File: src/hw/rtl/des_pkg.sv
`default_nettype none

package des_pkg;

   localparam int SAMPLE_WIDTH_DEF  = 16;
   localparam int FRACTION_BITS_DEF = 16;

   localparam int GAIN_BITS = 16;
   localparam int GAIN_W    = GAIN_BITS + 1;
   localparam logic [GAIN_W-1:0] GAIN_ONE = GAIN_W'(1 << GAIN_BITS);

   localparam int STATE_W = 32;
   localparam int OPND_W  = STATE_W + 2;
   localparam int PROD_W  = GAIN_W + 1 + OPND_W;

   localparam logic signed [PROD_W-1:0] STATE_MAX_P = PROD_W'((64'sd1 <<< (STATE_W - 1)) - 1);
   localparam logic signed [PROD_W-1:0] STATE_MIN_P = -STATE_MAX_P - PROD_W'(1);
   localparam logic signed [STATE_W-1:0] STATE_MAX = STATE_W'((64'sd1 <<< (STATE_W - 1)) - 1);
   localparam logic signed [STATE_W-1:0] STATE_MIN = ~STATE_MAX;

   localparam int CSR_INDEX_W = 1;
   localparam logic [CSR_INDEX_W-1:0] CSR_LEVEL_GAIN = 1'b0;
   localparam logic [CSR_INDEX_W-1:0] CSR_TREND_GAIN = 1'b1;
   localparam logic [GAIN_W-1:0] GAIN_RESET = GAIN_W'(1 << (GAIN_BITS - 1));

endpackage

`default_nettype wire

File: src/hw/rtl/des_mul.sv
`default_nettype none

module des_mul
   import des_pkg::*;
(
   input  wire logic                     clock,
   input  wire logic [GAIN_W-1:0]        gain,
   input  wire logic signed [OPND_W-1:0] operand,
   output logic signed [PROD_W-1:0]      product_ff
);

   logic signed [PROD_W-1:0] product_in;

   assign product_in = $signed({1'b0, gain}) * operand;

   always_ff @(posedge clock) begin
      product_ff <= product_in;
   end

endmodule

`default_nettype wire

File: src/hw/rtl/double_exponential_smoother.sv
`default_nettype none

// Holt double exponential smoother: each accepted sample updates a signed level and
// trend (FRACTION_BITS fraction bits, zero after reset) with gains alpha (csr index 0)
// and beta (csr index 1), Q1.16 with 65536 as one and larger values used as one.
// One result beat per sample: floor(level + trend) saturated to the sample range, plus
// a flag set when level, trend or the result saturated. A sample passes from acceptance
// to a valid result through states MA, MB, NL, MC, MD, NT and OUT, set by the four
// dependent products that pass through one registered multiplier and the sums between
// them; OUT waits for a free output register, and no new sample enters until it leaves.
// req_ready is high only while the sequencer is idle, and a result waiting in the output
// register still lets the next sample in. Write the gains only while the block is idle.
module double_exponential_smoother
   import des_pkg::*;
#(
   parameter int SAMPLE_WIDTH  = SAMPLE_WIDTH_DEF,
   parameter int FRACTION_BITS = FRACTION_BITS_DEF
)
(
   input  wire logic                          clock,
   input  wire logic                          reset,
   input  wire logic                          req_valid,
   output logic                               req_ready,
   input  wire logic signed [SAMPLE_WIDTH-1:0] req_sample,
   output logic                               rsp_valid,
   input  wire logic                          rsp_ready,
   output logic signed [SAMPLE_WIDTH-1:0]      rsp_smoothed,
   output logic                               rsp_clipped,
   input  wire logic                          csr_wr_en,
   input  wire logic [CSR_INDEX_W-1:0]        csr_index,
   input  wire logic [GAIN_W-1:0]             csr_wdata
);

   localparam int LSH = (FRACTION_BITS >= GAIN_BITS) ? FRACTION_BITS - GAIN_BITS : 0;
   localparam int RSH = (FRACTION_BITS <  GAIN_BITS) ? GAIN_BITS - FRACTION_BITS : 0;

   localparam logic signed [STATE_W:0] SMP_MAX =
      (STATE_W+1)'((64'sd1 <<< (SAMPLE_WIDTH - 1)) - 1);
   localparam logic signed [STATE_W:0] SMP_MIN = -SMP_MAX - (STATE_W+1)'(1);

   localparam logic [2:0] S_IDLE = 3'd0;
   localparam logic [2:0] S_MA   = 3'd1;
   localparam logic [2:0] S_MB   = 3'd2;
   localparam logic [2:0] S_NL   = 3'd3;
   localparam logic [2:0] S_MC   = 3'd4;
   localparam logic [2:0] S_MD   = 3'd5;
   localparam logic [2:0] S_NT   = 3'd6;
   localparam logic [2:0] S_OUT  = 3'd7;

   logic [2:0]                state_ff, state_in;
   logic [GAIN_W-1:0]         alpha_cfg_ff, beta_cfg_ff;
   logic [GAIN_W-1:0]         alpha, beta;
   logic signed [SAMPLE_WIDTH-1:0] x_ff;
   logic signed [STATE_W-1:0] level_ff, trend_ff, nl_ff, nt_ff, nl_in, nt_in;
   logic signed [PROD_W-1:0]  acc_ff, acc_in;
   logic                      hit_ff, hit_in;
   logic                      rsp_valid_ff;
   logic signed [SAMPLE_WIDTH-1:0] smoothed_ff, smoothed_in;
   logic                      clipped_ff;
   logic                      y_hit;
   logic [GAIN_W-1:0]         mul_gain;
   logic signed [OPND_W-1:0]  mul_opnd;
   logic signed [PROD_W-1:0]  product;
   logic signed [PROD_W-1:0]  x_term, g_term, sum;
   logic signed [STATE_W:0]   y_full, y_shift;
   logic                      sum_hi, sum_lo, out_free;

   assign alpha = (alpha_cfg_ff > GAIN_ONE) ? GAIN_ONE : alpha_cfg_ff;
   assign beta  = (beta_cfg_ff  > GAIN_ONE) ? GAIN_ONE : beta_cfg_ff;

   always_comb begin
      mul_gain = alpha;
      mul_opnd = OPND_W'(x_ff);
      unique case (state_ff)
         S_MA: begin
            mul_gain = alpha;
            mul_opnd = OPND_W'(x_ff);
         end
         S_MB: begin
            mul_gain = GAIN_ONE - alpha;
            mul_opnd = OPND_W'(level_ff) + OPND_W'(trend_ff);
         end
         S_MC: begin
            mul_gain = beta;
            mul_opnd = OPND_W'(nl_ff) - OPND_W'(level_ff);
         end
         S_MD: begin
            mul_gain = GAIN_ONE - beta;
            mul_opnd = OPND_W'(trend_ff);
         end
         default: begin
            mul_gain = alpha;
            mul_opnd = OPND_W'(x_ff);
         end
      endcase
   end

   des_mul u_mul (
      .clock      (clock),
      .gain       (mul_gain),
      .operand    (mul_opnd),
      .product_ff (product)
   );

   assign x_term = (product <<< LSH) >>> RSH;
   assign g_term = product >>> GAIN_BITS;
   assign sum    = acc_ff + g_term;
   assign sum_hi = sum > STATE_MAX_P;
   assign sum_lo = sum < STATE_MIN_P;

   always_comb begin
      if (sum_hi) begin
         nl_in = STATE_MAX;
      end else if (sum_lo) begin
         nl_in = STATE_MIN;
      end else begin
         nl_in = sum[STATE_W-1:0];
      end
      nt_in = nl_in;
   end

   assign y_full  = (STATE_W+1)'(nl_ff) + (STATE_W+1)'(nt_ff);
   assign y_shift = y_full >>> FRACTION_BITS;

   always_comb begin
      y_hit = 1'b0;
      if (y_shift > SMP_MAX) begin
         smoothed_in = SMP_MAX[SAMPLE_WIDTH-1:0];
         y_hit       = 1'b1;
      end else if (y_shift < SMP_MIN) begin
         smoothed_in = SMP_MIN[SAMPLE_WIDTH-1:0];
         y_hit       = 1'b1;
      end else begin
         smoothed_in = y_shift[SAMPLE_WIDTH-1:0];
      end
   end

   assign out_free  = !rsp_valid_ff || rsp_ready;
   assign req_ready = (state_ff == S_IDLE);

   always_comb begin
      state_in = state_ff;
      acc_in   = acc_ff;
      hit_in   = hit_ff;
      unique case (state_ff)
         S_IDLE: begin
            if (req_valid) begin
               state_in = S_MA;
               hit_in   = 1'b0;
            end
         end
         S_MA: state_in = S_MB;
         S_MB: begin
            acc_in   = x_term;
            state_in = S_NL;
         end
         S_NL: begin
            hit_in   = hit_ff | sum_hi | sum_lo;
            state_in = S_MC;
         end
         S_MC: state_in = S_MD;
         S_MD: begin
            acc_in   = g_term;
            state_in = S_NT;
         end
         S_NT: begin
            hit_in   = hit_ff | sum_hi | sum_lo;
            state_in = S_OUT;
         end
         S_OUT: begin
            if (out_free) begin
               state_in = S_IDLE;
            end
         end
         default: state_in = S_IDLE;
      endcase
   end

   always_ff @(posedge clock) begin
      if (reset) begin
         state_ff     <= S_IDLE;
         alpha_cfg_ff <= GAIN_RESET;
         beta_cfg_ff  <= GAIN_RESET;
         level_ff     <= '0;
         trend_ff     <= '0;
         rsp_valid_ff <= 1'b0;
         hit_ff       <= 1'b0;
      end else begin
         state_ff <= state_in;
         hit_ff   <= hit_in;
         if (csr_wr_en) begin
            unique case (csr_index)
               CSR_LEVEL_GAIN: alpha_cfg_ff <= csr_wdata;
               CSR_TREND_GAIN: beta_cfg_ff  <= csr_wdata;
               default: ;
            endcase
         end
         if (state_ff == S_OUT && out_free) begin
            level_ff     <= nl_ff;
            trend_ff     <= nt_ff;
            rsp_valid_ff <= 1'b1;
         end else if (rsp_ready) begin
            rsp_valid_ff <= 1'b0;
         end
      end
   end

   always_ff @(posedge clock) begin
      acc_ff <= acc_in;
      if (req_valid && req_ready) begin
         x_ff <= req_sample;
      end
      if (state_ff == S_NL) begin
         nl_ff <= nl_in;
      end
      if (state_ff == S_NT) begin
         nt_ff <= nt_in;
      end
      if (state_ff == S_OUT && out_free) begin
         smoothed_ff <= smoothed_in;
         clipped_ff  <= hit_ff | y_hit;
      end
   end

   assign rsp_valid    = rsp_valid_ff;
   assign rsp_smoothed = smoothed_ff;
   assign rsp_clipped  = clipped_ff;

endmodule

`default_nettype wire
File: config.mk
export PLATFORM = sky130hd
export DESIGN_NAME = double_exponential_smoother
export DESIGN_NICKNAME = d
export VERILOG_FILES = /design/src/hw/rtl/des_pkg.sv /design/src/hw/rtl/des_mul.sv /design/src/hw/rtl/double_exponential_smoother.sv
export SDC_FILE = /design/constraint.sdc
export NUM_CORES = 2
export LEC_CHECK = 0
export BUFFER_PORTS_ARGS = -buffer_cell sky130_fd_sc_hd__buf_2
export CAP_MARGIN = 5
export CORE_AREA = 4 4 270 272
export CTS_CLUSTER_DIAMETER = 150
export DETAILED_ROUTE_END_ITERATION = 6
export DIE_AREA = 0 0 274 276
export HOLD_SLACK_MARGIN = 0.03
export PLACE_DENSITY = 0.74
export RECOVER_POWER = 50
export SLEW_MARGIN = 20
export SYNTH_ARGS = -nofsm -noshare
export SYNTH_HDL_FRONTEND = slang
export SYNTH_SLANG_ARGS = --single-unit
File: constraint.sdc
create_clock -name clock -period 21.7 [get_ports clock]
set_input_delay 1.085 -clock clock [delete_from_list [all_inputs] [get_ports clock]]
set_output_delay 1.085 -clock clock [all_outputs]
set_load 0.05 [all_outputs]
Word-level counts from Yosys, hierarchy flattened
Cells that the tools add are included.
W data, S select, Z words.
{"block": "op_classes", "n_bitwise": 4, "n_eq_ne": 9, "reduce_logical": 13, "mul": 1, "n_mux": 17, "order_cmp": 6, "add_sub_neg": 6}
{"op": "$pmux W52 S2", "count": 1}
{"op": "$pmux W34 S3", "count": 1}
{"op": "$add A32 B32 Y33", "count": 2}
{"op": "$mux W32", "count": 2}
{"op": "$add A52 B36 Y52", "count": 1}
{"op": "$gt A52 B32 Y1 const B", "count": 1}
{"op": "$lt A52 B32 Y1 const B", "count": 1}
{"op": "$mul A18 B34 Y52", "count": 1}
{"op": "$pmux W17 S3", "count": 1}
{"op": "$gt A17 B17 Y1 const B", "count": 2}
{"op": "$mux W17", "count": 2}
{"op": "$sub A17 B17 Y17 const A", "count": 2}
{"op": "$sub A32 B32 Y33", "count": 1}
{"op": "$pmux W3 S8", "count": 1}
{"op": "$gt A17 B16 Y1 const B", "count": 1}
{"op": "$lt A17 B16 Y1 const B", "count": 1}
{"op": "$mux W16", "count": 1}
{"op": "$eq A3 B3 Y1 const B", "count": 4}
{"op": "$reduce_and A2 Y1", "count": 4}
{"op": "$eq A3 B2 Y1 const B", "count": 2}
{"op": "$mux W3", "count": 2}
{"op": "$reduce_bool A2 Y1", "count": 3}
{"op": "$mux W1", "count": 5}
{"op": "$ne A2 B2 Y1 const B", "count": 2}
{"op": "other kinds (9)", "count": 12}
{"block": "word_totals", "inputBits": 39, "ff_bits": 304, "wordCells": 70, "output_inout_bits": 19}

Longest topological paths before layout
{"block": "logic_depth", "ltp_word": 5, "mapped_depth": 39, "depth_no_buf": 38}

By module
From an unflattened synthesis, not the netlist that was laid out.
{"block": "hier_totals", "cells_unflattened": 4506, "area_unflattened_um2": 39430.3}
{"module": "des_mul", "area_each_um2": 21297.9, "cells_each": 2363, "seq_area_each_um2": 1041.0, "n_inst": 1}
{"module": "double_exponential_smoother", "area_each_um2": 18132.4, "cells_each": 2143, "seq_area_each_um2": 6536.3, "n_inst": 1}

Worst setup path before layout
No wires, ideal clock.
{"block": "synth_path", "path_type": "register -> register", "start": "register state_ff[1]", "end": "register u_mul.product_ff[43]", "t_required_ps": 21582, "period_less_slack_ps": 9834, "t_arrival_ps": 9716, "n_path_buf": 4, "setup_time_ps": 118, "stages_incl_launch_ff": 34, "setup_slack_ps": 11866, "cell_sequence": "dfxtp_1 -> inv_1 -> ha_1 -> and2_1 -> clkbuf_1 -> nor2_1 -> inv_1 -> buf_1 -> nand2_1 -> nand2_1 -> clkbuf_1 -> clkbuf_1 -> nand2_1 -> fa_1 -> inv_1 -> fa_1 -> fa_1 -> fa_1 -> fa_1 -> inv_1 -> fa_1 -> inv_1 -> ha_1 -> a21o_1 -> a21o_1 -> a21o_1 -> a21o_1 -> a21o_1 -> a211oi_1 -> o21ai_0 -> a311o_1 -> a21oi_1 -> o21ai_1 -> xnor2_1"}
{"block": "synth_between", "elab_chain_cells": 3, "word_cells_on_any_way": 6, "cone_classes": "mul: 1; eq/ne: 3; mux: 2"}
{"item": "start: declaration", "line": "double_exponential_smoother.sv:50", "text": "logic [2:0] state_ff, state_in;"}
{"item": "start signal: assignment", "line": "double_exponential_smoother.sv:189", "text": "state_ff <= state_in;"}
{"item": "$eq A3 B3 Y1 or $eq A3 B2 Y1 (tied branches)", "line": "double_exponential_smoother.sv:74", "text": "unique case (state_ff)"}
{"item": "$pmux W17 S3 or $pmux W34 S3 (tied branches)", "line": "double_exponential_smoother.sv:74"}
{"item": "$mul A18 B34 Y52 *", "line": "des_mul.sv:14", "text": "assign product_in = $signed({1'b0, gain}) * operand;"}
{"item": "via u_mul.product_in[43]", "line": "des_mul.sv:12", "text": "logic signed [PROD_W-1:0] product_in;"}
{"item": "end signal: assignment", "line": "des_mul.sv:17", "text": "product_ff <= product_in;"}
{"item": "end: declaration", "line": "des_mul.sv:9", "text": "output logic signed [PROD_W-1:0] product_ff"}
The timed path passes the listed nets; every way through them passes the cells marked *.
A chain may end at the register's enable or synchronous reset.

Worst setup path in the final report
Ends and elaborated chain as after synthesis.

==> flow_summary.ini <==
[outcome]
status = finished with violations
violations = max-capacitance violations, max-slew violations

[synth]
yosys_warnings = 0
netlist_instances = 4422
synth_compound_area_share_pct = 14.6
ys_ff_latch = 304
yosysMostFrequentCell = nand2_1
synthTopCellsByCount = nand2_1, inv_1, fa_1, a21oi_1, nor2_1
synth_top_family_by_area = adder cells
synthAdderAreaFrac_pct = 37.2
yosys.area.top_type = fa_1
synth_fp_nets = 5276
muxShareOfSynthArea_pct = 0.186
synth_top_cells_by_area = fa_1, edfxtp_1, ha_1
synth-xor-area-share_pct = 3.88
synth_area_per_cell_um2 = 8.69
netlist_area_um2 = 38400
synth-edff-count = 149
asyncSetResetFlopFracSynth_pct = 0
yosysUniqueCellTypes = 89
synthFlopType = dfxtp_1
synth_simple_gate_area_share_pct = 15.9
synth_top_area_share_pct = 28.3
ys_seq_area_share_pct = 19.7

[clock_tree]
cts-resized-gates = 0
cts_max_level = 2
cts-root-buf = clkbuf_16
clock_path_buffers = 3
cts_setup_buffers = 0
ctsHoldBuffers = 0
path_clk_slew_ns = 0.06
cts.sinks = 304
cts_buffers = 37
insertion_delay_ns = 0.57
cts_tree = yes

[cells_and_area]
final_util_pct = 57.7
fin_cells = 5373
drive_gt1_share_pct = 5.11
area_delta_synth_final_pct = 6.35
fin_nets = 5248
diodes = 0

[sta]
fin_skew_ns = 0.0290
worst_pin_slew_ns = 3.41
rsz0062_at_grt = no
relSlewSlack_pct = -127
min_period_over_period_pct = 54.6
hold_viol_final = 0
slew_viol_final = 300
min_period_ns = 11.84
fmax_ghz = 0.0845
fin_tns_setup_ns = 0
setup_violations = 0

[floorplan]
initial_core_util_pct = 54.3
io_pins = 58
design.core.area_um2 = 70800
dieHeight_um = 276
die_x_um = 274
die_area_um2 = 75600
rows = 98

[drt]
wl_per_cell_um = 20.8
drtIter0Drc = 3250
wl_um = 112000
drcViolationCount = 0
antenna_left = 0
vias = 31683
vias_per_cell = 5.90
first_pass_iters = 7

[worst_setup_path]
r2r_start = state_ff[1]
worstSetupStartpointType = flip-flop
reg2reg_setup_slack_ns = 9.86
critPathRequiredTime_ns = 22.13
reg2reg_depth = 26
cp_max_fo = 56
cp.arrival_ns = 12.27
critPathCaptureType = flip-flop
r2r_end = u_mul.product_ff[43]
critical_path_class = reg2reg

[global_route]
grt_usage_pct = 29.6
grt_pass1_wl_um = 176000
antenna_found_initial = 1
grt_max_degree = 75
overflow = 0
grt_pass1_vias = 31756

[min_path]
min_path_cells = 2
min_path_type = reg2reg
hold_path_end = level_ff[30]
hold_start = level_ff[30]

[placed_design]
dp_cells = 5302
dp_hpwl_um = 90000
place_congestion = 0.998
io_buffers = 57

[run]
cap_violations = 7
how the worst max path moves through the flow:
stage                      from              endpoint
floorplan           state_ff[1]  u_mul.product_ff[43]
global placement    state_ff[1]  u_mul.product_ff[43]
detailed placement  state_ff[1]  u_mul.product_ff[43]
CTS                 state_ff[1]  u_mul.product_ff[43]
global route        state_ff[1]  u_mul.product_ff[43]
finish              state_ff[1]  u_mul.product_ff[43]
layout by cell type (no fill, tap or decap), drive strengths merged, types with 32 or more instances in the layout:
master / count
fa: 543
o21a: 36
xnor2: 106
nand2: 727
o21ai: 148
nor3: 32
inv: 685
nor2b: 33
ha: 272
clkbuf: 74
a21oi: 326
a21o: 130
dfxtp: 155
nand3: 36
nand2b: 38
nor2: 356
edfxtp: 149
buf: 80
xor2: 64
critical path, stage by stage (launching register included):
cell       delay (ns)
dfxtp_1          0.34
inv_1            0.09
ha_1             0.28
and2_0           1.03
clkbuf_1         1.93
a221oi_1         0.46
o2bb2ai_1        1.05
nand2_1          0.19
fa_1             0.58
inv_1            0.05
fa_1             0.50
fa_1             0.57
fa_1             0.44
fa_1             0.49
inv_1            0.05
fa_1             0.48
inv_1            0.04
ha_1             0.35
a21o_1           0.20
a21o_1           0.17
a21o_1           0.16
a211oi_1         0.88
o21ai_0          0.43
a311o_1          0.45
a21oi_1          0.22
o21ai_1          0.11
xnor2_1          0.14
layout make-up:
class / count / area [um2]
flip-flops and latches: 304 / 7580
fillers: 6344 / 29900
multi-input cells: 3261 / 27700
clock inverters: 23 / 199
clock buffers: 45 / 1020
repair buffers: 109 / 646
inverters: 681 / 2560
well taps: 950 / 1190
registers in the layout, indices dropped and copies added, names as in the netlist:
register          count
level_ff             32
rsp_smoothed         16
acc_ff               52
nt_ff                32
hit_ff                1
rsp_valid             1
rsp_clipped           1
state_ff              3
nl_ff                32
trend_ff             32
alpha_cfg_ff         17
beta_cfg_ff          17
x_ff                 16
u_mul.product_ff     52
kinds of logic after synthesis:
logic type               after synthesis
AO/OA/AOI/OAI                        876
adder cells (fa/ha/maj)              815
flip-flops                           304
AND/OR/NAND/NOR                     1393
multiplexers                           7
XOR/XNOR                             170
buffers and inverters                857
through the flow:
step           hold WS (ns)  setup WS [ns]  cell area, um2
6_report              0.484           9.86           40800
5_1_grt               0.498           9.47           40800
2_1_floorplan         0.446          11.87           38400
3_5_place_dp          0.474          10.86           39600
3_3_place_gp          0.466          11.06           39600
4_1_cts               0.483          10.78           40900
routing by layer:
metal	up-vias	GRT usage, %	part of all wire (%)
met4	0	10.1	3.9
met3	270	5.78	10
met2	1496	46.4	45
met5	-	0	0
met1	15578	41.5	41
li1	14339	-	-
Power is not shown: default switching activity piles up to over one toggle a cycle in this logic, so the estimate is an artifact.
